===== config.mk =====
export PLATFORM = sky130hd
export DESIGN_NAME = uart_receiver
export DESIGN_NICKNAME = d
export VERILOG_FILES = /design/src/rtl/urx_pkg.sv /design/src/rtl/urx_cfg.sv /design/src/rtl/urx_core.sv /design/src/rtl/urx_out.sv /design/src/rtl/uart_receiver.sv
export SDC_FILE = /design/constraint.sdc
export NUM_CORES = 1
export LEC_CHECK = 0
export ABC_AREA = 1
export BUFFER_PORTS_ARGS = -buffer_cell sky130_fd_sc_hd__buf_2
export CAP_MARGIN = 20
export CORE_UTILIZATION = 40
export CTS_CLUSTER_DIAMETER = 120
export DETAILED_ROUTE_END_ITERATION = 7
export GPL_ROUTABILITY_DRIVEN = 0
export PLACE_DENSITY = 0.6
export SYNTH_ARGS = -nofsm -noshare
export SYNTH_HDL_FRONTEND = slang
export SYNTH_SLANG_ARGS = --single-unit

===== constraint.sdc =====
create_clock -name i_clk -period 4.52 [get_ports i_clk]
set_input_delay 0.904 -clock i_clk [delete_from_list [all_inputs] [get_ports i_clk]]
set_output_delay 0.904 -clock i_clk [all_outputs]
set_load 0.005 [all_outputs]

===== src/rtl/urx_pkg.sv =====
// ============================================================================
// urx_pkg: shared types and constants of the UART receiver
// Frame phases, status codes, parity modes, register indexes and widths.
// ============================================================================
package urx_pkg;

    localparam int DATA_W     = 8;
    localparam int IDX_W      = $clog2(DATA_W);
    localparam int TICK_W     = 17;
    localparam int HALF_W     = 16;
    localparam int CFG_ADDR_W = 2;
    localparam int CFG_DATA_W = 16;

    typedef enum logic [2:0] {
        PH_IDLE,
        PH_START,
        PH_DATA,
        PH_PARITY,
        PH_STOP
    } t_phase;

    typedef enum logic [1:0] {
        ST_OK,
        ST_FRAMING,
        ST_PARITY
    } t_status;

    typedef enum logic [1:0] {
        PAR_NONE,
        PAR_EVEN,
        PAR_ODD
    } t_parity;

    typedef enum logic [CFG_ADDR_W-1:0] {
        CFG_HALF_BIT,
        CFG_DATA_BITS,
        CFG_PARITY,
        CFG_STOP_BITS
    } t_cfg_addr;

    typedef struct packed {
        logic [HALF_W-1:0] half_ticks;
        logic [3:0]        data_bits;
        t_parity           parity;
        logic [1:0]        stop_bits;
    } t_cfg;

    typedef struct packed {
        logic              valid;
        logic [DATA_W-1:0] data;
        t_status           status;
    } t_result;

endpackage


===== src/rtl/urx_cfg.sv =====
// ============================================================================
// urx_cfg: configuration registers
// Holds the four frame settings and presents their effective values.
// ============================================================================
module urx_cfg
    import urx_pkg::*;
(
    input  logic                  i_clk,
    input  logic                  i_rst_n,
    input  logic                  i_cfg_we,
    input  logic [CFG_ADDR_W-1:0] i_cfg_addr,
    input  logic [CFG_DATA_W-1:0] i_cfg_data,
    output t_cfg                  o_cfg
);

    logic [HALF_W-1:0] r_half;
    logic [3:0]        r_data_bits;
    logic [1:0]        r_parity;
    logic [1:0]        r_stop;

    always_ff @(posedge i_clk) begin
        if (!i_rst_n) begin
            r_half      <= HALF_W'(1093);
            r_data_bits <= 4'd8;
            r_parity    <= 2'd0;
            r_stop      <= 2'd1;
        end else if (i_cfg_we) begin
            case (t_cfg_addr'(i_cfg_addr))
                CFG_HALF_BIT:  r_half      <= i_cfg_data[HALF_W-1:0];
                CFG_DATA_BITS: r_data_bits <= i_cfg_data[3:0];
                CFG_PARITY:    r_parity    <= i_cfg_data[1:0];
                CFG_STOP_BITS: r_stop      <= i_cfg_data[1:0];
                default: ;
            endcase
        end
    end

    always_comb begin
        o_cfg.half_ticks = (r_half == '0) ? HALF_W'(1) : r_half;
        if (r_data_bits == 4'd0) begin
            o_cfg.data_bits = 4'd1;
        end else if (r_data_bits > 4'(DATA_W)) begin
            o_cfg.data_bits = 4'(DATA_W);
        end else begin
            o_cfg.data_bits = r_data_bits;
        end
        case (r_parity)
            2'd1:    o_cfg.parity = PAR_EVEN;
            2'd2:    o_cfg.parity = PAR_ODD;
            default: o_cfg.parity = PAR_NONE;
        endcase
        case (r_stop)
            2'd0:    o_cfg.stop_bits = 2'd1;
            2'd3:    o_cfg.stop_bits = 2'd2;
            default: o_cfg.stop_bits = r_stop;
        endcase
    end

endmodule


===== src/rtl/urx_core.sv =====
// ============================================================================
// urx_core: input register and frame state machine
// Registers each line sample and steps the frame decoder by one tick.
// ============================================================================
module urx_core
    import urx_pkg::*;
(
    input  logic    i_clk,
    input  logic    i_rst_n,
    input  t_cfg    i_cfg,
    input  logic    i_rx_valid,
    input  logic    i_rx_level,
    output logic    o_rx_ready,
    input  logic    i_out_free,
    output t_result o_result
);

    logic              r_in_valid;
    logic              r_in_level;
    t_phase            r_phase;
    t_phase            n_phase;
    logic [TICK_W-1:0] r_tick;
    logic [TICK_W-1:0] n_tick;
    logic [3:0]        r_bit;
    logic [3:0]        n_bit;
    logic [DATA_W-1:0] r_shift;
    logic [DATA_W-1:0] n_shift;
    logic              r_par_seen;
    logic              n_par_seen;

    logic              advance;
    logic [TICK_W-1:0] tick_inc;
    logic [TICK_W-1:0] half_t;
    logic [TICK_W-1:0] full_t;
    logic [3:0]        bit_inc;
    logic              expect_par;

    assign advance    = r_in_valid && i_out_free;
    assign o_rx_ready = !r_in_valid || i_out_free;
    assign tick_inc   = r_tick + TICK_W'(1);
    assign half_t     = {1'b0, i_cfg.half_ticks};
    assign full_t     = {i_cfg.half_ticks, 1'b0};
    assign bit_inc    = r_bit + 4'd1;
    assign expect_par = (^r_shift) ^ (i_cfg.parity == PAR_ODD);

    always_ff @(posedge i_clk) begin
        if (!i_rst_n) begin
            r_in_valid <= 1'b0;
            r_phase    <= PH_IDLE;
            r_tick     <= '0;
            r_bit      <= '0;
        end else begin
            if (o_rx_ready) begin
                r_in_valid <= i_rx_valid;
            end
            r_phase <= n_phase;
            r_tick  <= n_tick;
            r_bit   <= n_bit;
        end
    end

    always_ff @(posedge i_clk) begin
        if (o_rx_ready && i_rx_valid) begin
            r_in_level <= i_rx_level;
        end
        r_shift    <= n_shift;
        r_par_seen <= n_par_seen;
    end

    always_comb begin
        n_phase         = r_phase;
        n_tick          = r_tick;
        n_bit           = r_bit;
        n_shift         = r_shift;
        n_par_seen      = r_par_seen;
        o_result.valid  = 1'b0;
        o_result.data   = '0;
        o_result.status = ST_OK;
        if (advance) begin
            case (r_phase)
                PH_IDLE: begin
                    if (!r_in_level) begin
                        n_phase = PH_START;
                        n_tick  = '0;
                    end
                end
                PH_START: begin
                    n_tick = tick_inc;
                    if (tick_inc >= half_t) begin
                        n_tick = '0;
                        n_bit  = '0;
                        if (r_in_level) begin
                            n_phase         = PH_IDLE;
                            o_result.valid  = 1'b1;
                            o_result.status = ST_FRAMING;
                        end else begin
                            n_phase    = PH_DATA;
                            n_shift    = '0;
                            n_par_seen = 1'b0;
                        end
                    end
                end
                PH_DATA: begin
                    n_tick = tick_inc;
                    if (tick_inc >= full_t) begin
                        n_tick = '0;
                        if (r_bit < 4'(DATA_W)) begin
                            n_shift[r_bit[IDX_W-1:0]] = r_shift[r_bit[IDX_W-1:0]] | r_in_level;
                        end
                        n_bit = bit_inc;
                        if (bit_inc >= i_cfg.data_bits) begin
                            n_bit   = '0;
                            n_phase = (i_cfg.parity != PAR_NONE) ? PH_PARITY : PH_STOP;
                        end
                    end
                end
                PH_PARITY: begin
                    n_tick = tick_inc;
                    if (tick_inc >= full_t) begin
                        n_tick     = '0;
                        n_par_seen = r_in_level;
                        n_bit      = '0;
                        n_phase    = PH_STOP;
                    end
                end
                PH_STOP: begin
                    n_tick = tick_inc;
                    if (tick_inc >= full_t) begin
                        n_tick = '0;
                        if (!r_in_level) begin
                            n_phase         = PH_IDLE;
                            n_bit           = '0;
                            o_result.valid  = 1'b1;
                            o_result.status = ST_FRAMING;
                        end else if (bit_inc < {2'b00, i_cfg.stop_bits}) begin
                            n_bit = bit_inc;
                        end else begin
                            n_phase        = PH_IDLE;
                            n_bit          = '0;
                            o_result.valid = 1'b1;
                            o_result.data  = r_shift;
                            if (i_cfg.parity != PAR_NONE && expect_par != r_par_seen) begin
                                o_result.status = ST_PARITY;
                            end
                        end
                    end
                end
                default: begin
                    n_phase = PH_IDLE;
                    n_tick  = '0;
                    n_bit   = '0;
                end
            endcase
        end
    end

endmodule


===== src/rtl/urx_out.sv =====
// ============================================================================
// urx_out: result register
// Holds one received word until the consumer takes it.
// ============================================================================
module urx_out
    import urx_pkg::*;
(
    input  logic              i_clk,
    input  logic              i_rst_n,
    input  t_result           i_result,
    output logic              o_free,
    output logic              o_res_valid,
    input  logic              i_res_ready,
    output logic [DATA_W-1:0] o_rx_byte,
    output logic [1:0]        o_rx_status
);

    logic              r_valid;
    logic [DATA_W-1:0] r_data;
    t_status           r_status;

    assign o_free      = !r_valid || i_res_ready;
    assign o_res_valid = r_valid;
    assign o_rx_byte   = r_data;
    assign o_rx_status = r_status;

    always_ff @(posedge i_clk) begin
        if (!i_rst_n) begin
            r_valid <= 1'b0;
        end else if (i_result.valid) begin
            r_valid <= 1'b1;
        end else if (i_res_ready) begin
            r_valid <= 1'b0;
        end
    end

    always_ff @(posedge i_clk) begin
        if (i_result.valid) begin
            r_data   <= i_result.data;
            r_status <= i_result.status;
        end
    end

endmodule


===== src/rtl/uart_receiver.sv =====
// ============================================================================
// uart_receiver: serial receive decoder, one line sample per word
// Top level joining configuration, frame decoder and result register.
// ============================================================================
// Each input word is one sample of the receive line, and one is taken every
// clock cycle while the result register can make room. A sample passes the
// input register, steps the frame decoder, and any finished frame is then
// registered in the result register. A frame gives one result word: the data
// byte and a status of ok, framing error (byte zero) or parity error. The
// half-bit tick count, data bits, parity mode and stop bits are written
// through the configuration port; the user must write them only while no
// frame is in progress, which the block itself does not enforce.
module uart_receiver
    import urx_pkg::*;
(
    input  logic                  i_clk,
    input  logic                  i_rst_n,
    input  logic                  i_cfg_we,
    input  logic [CFG_ADDR_W-1:0] i_cfg_addr,
    input  logic [CFG_DATA_W-1:0] i_cfg_data,
    input  logic                  i_rx_valid,
    output logic                  o_rx_ready,
    input  logic                  i_rx_level,
    output logic                  o_res_valid,
    input  logic                  i_res_ready,
    output logic [DATA_W-1:0]     o_rx_byte,
    output logic [1:0]            o_rx_status
);

    t_cfg    cfg;
    t_result result;
    logic    out_free;

    urx_cfg u_cfg (
        .i_clk      (i_clk),
        .i_rst_n    (i_rst_n),
        .i_cfg_we   (i_cfg_we),
        .i_cfg_addr (i_cfg_addr),
        .i_cfg_data (i_cfg_data),
        .o_cfg      (cfg)
    );

    urx_core u_core (
        .i_clk      (i_clk),
        .i_rst_n    (i_rst_n),
        .i_cfg      (cfg),
        .i_rx_valid (i_rx_valid),
        .i_rx_level (i_rx_level),
        .o_rx_ready (o_rx_ready),
        .i_out_free (out_free),
        .o_result   (result)
    );

    urx_out u_out (
        .i_clk       (i_clk),
        .i_rst_n     (i_rst_n),
        .i_result    (result),
        .o_free      (out_free),
        .o_res_valid (o_res_valid),
        .i_res_ready (i_res_ready),
        .o_rx_byte   (o_rx_byte),
        .o_rx_status (o_rx_status)
    );

endmodule


-- Word-level counts from Yosys, hierarchy flattened
Index checks and enable logic that the tools add are counted.
- bits in latches: 0
- flip-flop bits (word level): 70
- output and inout bits: 12
- bits of input ports: 24
- ROM bits: 0
- memories: 0
- logic and storage cells: 139
- bits in writable memories: 0
- eq/ne operators: 21
- reductions and logical operators: 29
- shifts and indexed selects: 0
- bitwise gates (word level): 7
- magnitude comparators: 8
- muxes and demuxes: 58
- add/subtract/negate cells: 2
- multiply operators: 0
- div/mod/pow operators: 0
- operators with widths (operator ; count):
    $mux 17 ; 3
    $pmux 17 s3 ; 1
    $mux 8 ; 6
    $mux 4 ; 9
    $mux 11 ; 3
    $mux 3 ; 9
    $pmux 4 s5 ; 1
    $add 17x1->17 const B ; 1
    $ge 17x16->1 ; 1
    $ge 17x17->1 ; 1
    $logic_not 16->1 ; 1
    $mux 16 ; 1
    $pmux 8 s2 ; 1
    $pmux 3 s5 ; 1
    $ne 2x1->1 const B ; 6
    $pmux 2 s2 ; 3
    $reduce_and 6->1 ; 2
    $mux 1 ; 11
    $eq 2x2->1 const B ; 5
    $reduce_and 2->1 ; 5
    $bwmux 8 ; 1
    $mux 2 ; 4
    $reduce_and 8->1 ; 1
    $reduce_bool 2->1 ; 4
    30 further kinds ; 44

-- Depth between registers and ports, before layout
Gate-level depths: netlist of the first run.
- word-level depth: 13
- mapped depth: 27
- gate-level depth less buffers: 27

-- Modules after synthesis
Synthesis of the first run repeated with hierarchy kept, for this count alone.
- cell total of the unflattened synthesis: 711
- area total of the unflattened synthesis: 4870.9 um2
- by module, submodules not included (module ; times used ; area an instance (um2) ; cells an instance ; sequential area each (um2)):
    urx_core ; 1 ; 3428.3 ; 529 ; 800.8
    urx_cfg ; 1 ; 1096.1 ; 166 ; 480.5
    urx_out ; 1 ; 346.6 ; 16 ; 320.3

-- Worst setup path before layout of the first run
Ideal clock, no wire load.
- kind: register to register
- start point: reg u_core.r_tick[0]
- end point: reg u_core.r_shift[0] (enable)
- cell stages (with the launch flop): 24
- path buffers: 0
- clock period less this slack: 3.349 ns
- path slack: 1.171 ns
- required time: 4.150 ns
- library setup time: 0.370 ns
- arrival time: 2.979 ns
- path through: dfxtp_1 > ha_1 > nand2_2 > nor2_4 > nand3_1 > nor2_1 > inv_1 > nor3_1 > nand3_1 > xor2_1 > inv_1 > ha_1 > nand2_1 > nor2_1 > nand3_1 > nor2_1 > nand2_1 > nand2_1 > nor2_2 > nand2_1 > clkinv_2 > nand3_4 > nand2_4 > nor2_1
- cells in the longest elaborated chain, start to end: 4
- elaborated cells on any way between the ends: 6
- classes of those cells: 1 x add/sub; 2 x order compare; 2 x eq/ne; 1 x reduce/logical
- RTL lines (element ; RTL line ; source):
    from (decl) ; urx_core.sv:22 ; logic [TICK_W-1:0] r_tick;
    from (signal assigned) ; urx_core.sv:57 ; r_tick <= n_tick;
    $add 17x1->17 * ; urx_core.sv:40 ; assign tick_inc = r_tick + TICK_W'(1);
    $ge 17x17->1 or $ge 17x16->1 (tied branches) ; urx_core.sv:105, urx_core.sv:89 ;
    $ne 2x1->1 (no line) ; - ;
    $reduce_and 6->1 (no line) * ; - ;
    to (signal assigned) ; urx_core.sv:66 ; r_shift <= n_shift;
    to (decl) ; urx_core.sv:26 ; logic [DATA_W-1:0] r_shift;
Every way passes the cells marked *; elsewhere a longest branch is shown, timed or not.
A chain may end at the register's enable or synchronous reset.

-- Worst setup path in the final report of the first run
- start point: reg u_core.r_tick[0]
- end point: reg u_core.r_shift[5] (enable)
Same word-level chain as after synthesis.

==> run summary, run 1 <==
Die width: 109 µm
DR WL met2: 4440 µm
Total power: 1.62 mW
Die area: 11900 µm²
Largest net degree at the start of global routing: 33
Post-Route WL: 10300 µm
Synth area leader: dfxtp_1
Uppermost routed layer: met4
Top cells by count, synth: nand2_1 (100), inv_1 (99), nor2_1 (62), a21oi_1 (51), dfxtp_1 (50)
DRC errors left: 0
Pwr dens: 314 nW/µm²
Die height: 109 µm
Ant diodes: 0
Final setup fails: 0
Reg2reg end: u_core.r_shift[5]
Clock Latency Late Sink: 330 ps
CTS buffer count: 9
Row cnt: 38
First-pass GRT wire length: 17700 µm
Final period util: 0.838
Post-cts resize count: 0
WP data required: 4490 ps
Kind of end point of the critical path: register
Worst Hold Margin: 488 ps
Hold Startpoint: u_core.r_bit[3]
Clock slew at reported path FFs: 60 ps
Slowest CP cell: nor2_1
Design area: 5170 µm²
Layout cells sized above 1: 0.139
DR WL/cell: 13.0 µm
Worst slew margin: 0.526
CTS tree: yes
DRT met1 WL: 5260 µm
CTS Buffer Depth: 2
Status: complete, no violations
Average cell area after synthesis: 7.51 µm²
ANT nets after route: 0
Initial core utilization: 0.417
Crit-path cells: ha_1, nand2_2, nor2_4, nand3_1, nor2_1, inv_1, nor3_1, nand3_1, xor2_1, inv_1, ha_1, nand2_1, nor2_1, nand3_1, nor2_1, nand2_1, nand2_1, nor2_2, nand2_1, clkinv_2, nand3_4, nand2_4, nor2_1
WHS Path Cells: 2
Post-Syn Nets: 674
Worst R2R Start: u_core.r_tick[0]
Synth Flop Type: dfxtp_1
DP HPWL: 8060 µm
CP max FO: 8
Drt pass-1 iters: 5
# IOs: 36
YS warnings: 0
Final TNS setup: 0 ps
Initial antenna violation count: 0
Max cap viols: 0
Crit path launch type: register
Dominant cells by area after synthesis: dfxtp_1 (22%), edfxtp_1 (13%), ha_1 (11%), nand2_1 (8.2%), inv_1 (8.1%)
Register area share after synthesis: 0.350
Filler cells: 1111
Met3 routed WL: 495 µm
Number of cells on the worst reg-to-reg path: 23
Setup Skew: 7.71 ps
Final hold vios: 0
Vias: 4006
Htree depth: 3
Cell leakage power: 2.38 nW
Port buffer count: 35
Number of synthesized flops with an enable pin: 20
CP top delay family: simple AND/OR/NAND/NOR gates
Hold Crit Class: reg -> reg
Hold Path End: u_core.r_bit[3]
Post-synthesis async set-or-reset flop share: 0
Most numerous cell in the Yosys netlist: nand2_1
Core box area: 11000 µm²
Fin cells: 793
Final max-slew violation count: 0
Crit-path max cell delay: 460 ps
Vias in the first global route: 3737
DR iter-0 viols: 251
GRT Overall Usage: 0.193
Hold-fix buffers at CTS: 0
Worst reg-to-reg setup slack: 730 ps
Peak supply drop: 0.218 mV
Grt total ovfl: 0
Vias per std cell: 5.05
Critical Setup Path Class: reg -> reg
Synth Instances: 610
Cells after DPL: 777
Synth unique cells: 44
Worst slew pin tran: 706 ps
Worst Path Buf+Inv: 3
Post-synth top area share: 0.219
Fmax: 264 MHz
Clock sink total: 70
Seq cells post-synth: 70
Setup Buffers After CTS: 0
Post-Syn Area: 4580 µm²
Placed cell areas: 4880 µm²
Clk Tree Root Cell: clkbuf_16
Final Critical Period: 3790 ps
RSZ-0062 raised after global routing: no
CP Data Arrival Time: 3760 ps
Area delta synth->final: 12.9%
Layout Nets: 712
-- cell usage in the layout (no fill, tap or decap), types with 4 or more instances in the layout --
cell type	synthesis	final
clkinv_2	1	4
nand3_2	9	9
nor4_1	4	4
nand3_1	39	39
dfxtp_1	50	50
buf_2	1	35
nor3_1	12	12
o21ai_0	36	36
a31oi_1	4	4
nand2_2	6	6
edfxtp_1	20	20
xnor2_1	7	7
a21oi_2	10	10
nor2_1	62	62
a21oi_1	51	51
o211ai_1	5	5
nand4_1	4	4
clkbuf_16	0	9
nand2_1	100	100
inv_1	99	99
xor2_1	14	14
ha_1	40	40
-- flip-flops by register name (all words and copies together) (netlist names) --
register / count
u_core.r_in_level: 1
u_cfg.r_data_bits: 4
u_core.r_bit: 4
u_cfg.r_parity: 2
u_core.r_in_valid: 1
u_core.r_phase: 3
u_cfg.r_half: 16
u_core.r_par_seen: 1
u_out.o_res_valid: 1
u_out.o_rx_byte: 8
u_cfg.r_stop: 2
u_out.o_rx_status: 2
u_core.r_shift: 8
u_core.r_tick: 17
-- metal layers --
| layer | vias to the layer above | GRT usage |
|---|---|---|
| met2 | 97 | 0.297 |
| met4 | 0 | 0.0579 |
| met1 | 1807 | 0.273 |
| met3 | 11 | 0.0377 |
| li1 | 2091 | - |
| met5 | - | 0 |
-- how the worst max path moves through the flow --
stage,startpoint,endpoint,slack (ps),cells after the start
floorplan,u_core.r_tick[0],u_core.r_shift[0],1170,23
CTS,u_core.r_tick[0],u_core.r_shift[6],720,23
global placement,u_core.r_tick[0],u_core.r_shift[3],840,23
detailed placement,u_core.r_tick[0],u_core.r_shift[6],750,23
global route,u_core.r_tick[0],u_core.r_shift[2],390,23
finish,u_core.r_tick[0],u_core.r_shift[5],730,23
-- metrics by stage --
stage          worst slack, ps   util
3_3_place_gp               839  0.444
6_report                   731  0.471
4_1_cts                    723  0.471
3_5_place_dp               748  0.444
2_1_floorplan             1170      -
5_1_grt                    394  0.471
-- cell families (layout without fill, tap and decap cells) --
family / Yosys count / in the layout / synth area share
flip-flops: 70 / 70 / 0.350
AND/OR/NAND/NOR: 246 / 246 / 0.249
AO/OA/AOI/OAI: 120 / 120 / 0.152
buffers and inverters: 113 / 156 / 0.0992
adder cells (fa/ha/maj): 40 / 40 / 0.109
XOR/XNOR: 21 / 21 / 0.0402
-- power breakdown --
part | switching, mW | internal, mW
sequential | 0.0174 | 0.664
clock | 0.282 | 0.423
combinational | 0.158 | 0.0777
total | 0.457 | 1.16
-- worst reg2reg max path, stage by stage (launching register included) --
cell	delay (ps)
dfxtp_1	430
ha_1	220
nand2_2	80
nor2_4	140
nand3_1	110
nor2_1	100
inv_1	60
nor3_1	250
nand3_1	130
xor2_1	170
inv_1	100
ha_1	310
nand2_1	70
nor2_1	80
nand3_1	120
nor2_1	120
nand2_1	70
nand2_1	70
nor2_2	40
nand2_1	60
clkinv_2	80
nand3_4	90
nand2_4	70
nor2_1	460
-- layout make-up --
| type | count | area [µm²] | area share |
|---|---|---|---|
| clock buffer | 9 | 225 | 0.0436 |
| clock inverter | 7 | 65.1 | 0.0126 |
| inverter | 103 | 388 | 0.0750 |
| multi-input combinational | 427 | 2520 | 0.488 |
| sequential | 70 | 1600 | 0.310 |
| tap | 140 | 175 | 0.0339 |
| timing repair buffer | 37 | 190 | 0.0368 |
(Power assumes the default switching activity.)
==> run 2: changes to the inputs <==
--- a/config.mk
+++ b/config.mk
@@ -5,7 +5,7 @@
 export SDC_FILE = /design/constraint.sdc
 export NUM_CORES = 1
 export LEC_CHECK = 0
-export ABC_AREA = 1
+export ABC_AREA = 0
 export BUFFER_PORTS_ARGS = -buffer_cell sky130_fd_sc_hd__buf_2
 export CAP_MARGIN = 20
 export CORE_UTILIZATION = 40
==> constraint.sdc (replaced) <==
create_clock -name i_clk -period 3.8 [get_ports i_clk]
set_input_delay 0.76 -clock i_clk [delete_from_list [all_inputs] [get_ports i_clk]]
set_output_delay 0.76 -clock i_clk [all_outputs]
set_load 0.005 [all_outputs]
==> run 2 against run 1 <==
  * Combinational power fell by 47%
  * Design area rose by 0.41%
  * Worst setup slack got worse by 490 ps
  * Synthesized cell count fell by 12%
==> run summary, run 2 <==
Kind of end point of the critical path: register
Final period util: 0.936 (+0.0972)
Clock sink total: 70 (unchanged)
Ant diodes: 0 (unchanged)
Fmax: 281 MHz (+6.6%)
YS warnings: 0 (unchanged)
WP data required: 4050 ps (-440 ps)
Synth Flop Type: dfxtp_1
Pwr dens: 307 nW/µm² (-2.2%)
DR iter-0 viols: 169 (-33%)
Die width: 108 µm (-0.78%)
Seq cells post-synth: 70 (unchanged)
Worst Path Buf+Inv: 1 (-2)
Critical Setup Path Class: reg -> reg
CP max FO: 5 (-3)
Peak supply drop: 0.142 mV (-35%)
Final max-slew violation count: 0 (unchanged)
Max FFs per register: 17 (unchanged)
Post-synthesis async set-or-reset flop share: 0 (unchanged)
Worst slew pin tran: 960 ps (+253 ps)
Clock Latency Late Sink: 360 ps (+30 ps)
Design area: 5190 µm² (+0.41%)
Post-Syn Area: 4510 µm² (-1.6%)
Crit path launch type: register
Layout Nets: 645 (-9.4%)
First-pass GRT wire length: 17700 µm (about the same)
CP top delay family: simple AND/OR/NAND/NOR gates
DRT met1 WL: 5070 µm (-3.6%)
Register area share after synthesis: 0.355 (+0.00563)
Hold-fix buffers at CTS: 0 (unchanged)
DR WL/cell: 14.9 µm (+14%)
Vias: 3892 (-2.8%)
Post-synth top area share: 0.222 (+0.00352)
Setup Skew: 9.28 ps (+1.57 ps)
Synth area leader: dfxtp_1
Status: complete, no violations
Clock slew at reported path FFs: 80 ps (+20 ps)
Number of synthesized flops with an enable pin: 20 (unchanged)
Layout cells sized above 1: 0.155 (+0.0159)
Largest registers: u_core.r_tick (17), u_cfg.r_half (16)
Clk Tree Root Cell: clkbuf_8
ANT nets after route: 0 (unchanged)
Post-Syn Nets: 602 (-11%)
Hold Crit Class: reg -> reg
CTS buffer count: 9 (unchanged)
Average cell area after synthesis: 8.38 µm² (+12%)
WHS Path Cells: 2 (unchanged)
Core box area: 10900 µm² (-0.87%)
Post-Route WL: 10800 µm (+4.5%)
Synth Instances: 538 (-12%)
Initial core utilization: 0.414 (-0.00302)
Row cnt: 38 (unchanged)
# IOs: 36 (unchanged)
Cell leakage power: 2.17 nW (-8.5%)
Most numerous cell in the Yosys netlist: nand2_1
Slowest CP cell: or4_1
Area delta synth->final: 15.2%
Drt pass-1 iters: 5 (unchanged)
CP Data Arrival Time: 3800 ps (+40 ps)
Die height: 108 µm (-0.78%)
Largest net degree at the start of global routing: 19 (-42%)
CTS tree: yes
Synth unique cells: 64 (+45%)
DR WL met2: 5150 µm (+16%)
Initial antenna violation count: 0 (unchanged)
Dominant cells by area after synthesis: dfxtp_1 (22%), edfxtp_1 (13%), ha_1 (11%), nand2_1 (6.5%), nor2_1 (3.9%)
Grt total ovfl: 0 (unchanged)
Port buffer count: 35 (unchanged)
Die area: 11700 µm² (-1.6%)
Vias per std cell: 5.36 (+6.1%)
Setup WS post-layout: 245 ps (-486 ps)
Worst slew margin: 0.360 (-0.166)
Commonest cells after routing, fill and taps aside: nand2_1 (78), dfxtp_1 (50), inv_1 (46)
Most common cell after layout, fill and taps aside: nand2_1
Max cap viols: 0 (unchanged)
WP depth: 15 (-35%)
Pre-CTS WS: 18.4 ps (-730 ps)
Met3 routed WL: 428 µm (-14%)
Largest Register: u_core.r_tick
Number of cells on the worst reg-to-reg path: 15 (-35%)
Placed cell areas: 4900 µm² (+0.49%)
Final setup fails: 0 (unchanged)
Final hold vios: 0 (unchanged)
Htree depth: 3 (unchanged)
GRT Overall Usage: 0.195 (+0.00141)
Uppermost routed layer: met4
DP HPWL: 8330 µm (+3.4%)
Top cells by count, synth: nand2_1 (78), dfxtp_1 (50), nor2_1 (47), inv_1 (46), ha_1 (40)
Final Critical Period: 3560 ps (-234 ps)
CTS Buffer Depth: 2 (unchanged)
DRC errors left: 0 (unchanged)
Crit-path cells: nand3_2, nor2_2, nand3_2, nor2_1, and3_1, xnor2_1, inv_1, ha_1, and3_1, nand3_1, o31ai_1, a211oi_2, and3_4, or4_1, a32o_1
Vias in the first global route: 3671 (-1.8%)
Crit-path max cell delay: 500 ps (+40 ps)
-- run 2: layout make-up --
class / count / area (µm²)
Sequential cell: 70 / 1600
Tap cell: 140 / 175
Clock inverter: 4 / 50.0
Multi-Input combinational cell: 401 / 2700
Clock buffer: 12 / 176
Fill cell: 1075 / 5700
Timing Repair Buffer: 53 / 314
Inverter: 46 / 173
-- run 2: where the power goes --
part / switching (mW) / internal, mW
Clock: 0.299 / 0.379
Sequential: 0.0146 / 0.775
Combinational: 0.0742 / 0.0503
Total: 0.388 / 1.20
-- run 2: logic make-up (layout without fill, tap and decap cells) --
| family | count (synthesis) | in the layout | synth area share |
|---|---|---|---|
| adders and majority gates | 40 | 40 | 0.111 |
| buffers and inverters | 67 | 115 | 0.0577 |
| xor gates and xnor gates | 33 | 33 | 0.0675 |
| AOI/OAI and AO/OA | 100 | 100 | 0.145 |
| DFF | 70 | 70 | 0.355 |
| and+or+nand+nor | 216 | 216 | 0.236 |
| muxes | 12 | 12 | 0.0267 |
-- run 2: per-stage QoR --
stage,power (mW),utilization,TNS (ps),cells,hold WS (ps)
final,1.59,0.477,0,726,478
after global placement,0.925,0.450,0,709,460
after global routing,1.65,0.477,-321,726,504
after detailed placement,0.928,0.450,0,709,472
after CTS,1.61,0.471,0,725,483
after floorplan,0.882,-,0,538,443
-- run 2: tightest hold or removal path, stage by stage, from the launching register on --
cell	delay (ps)
dfxtp_1	330
nand2_1	60
a21oi_1	50
-- run 2: routing by layer --
layer / up-vias / track usage
li1: 1971 / -
met1: 1829 / 0.251
met2: 77 / 0.326
met3: 15 / 0.0332
met4: 0 / 0.0695
met5: - / 0
-- run 2: worst paths after layout --
kind | slack, ps | end | from
max | 240 | u_core.r_bit[2] | u_core.r_tick[3]
min | 480 | u_cfg.r_half[4] | u_cfg.r_half[4]
max reg2reg | 240 | u_core.r_bit[2] | u_core.r_tick[3]
min reg2reg | 480 | u_cfg.r_half[4] | u_cfg.r_half[4]
-- run 2: timing repair --
action                                  in CTS  in global routing
gates resized for setup                      0                 11
buffers inserted                             0                  0
endpoints found under the setup margin       0                 44
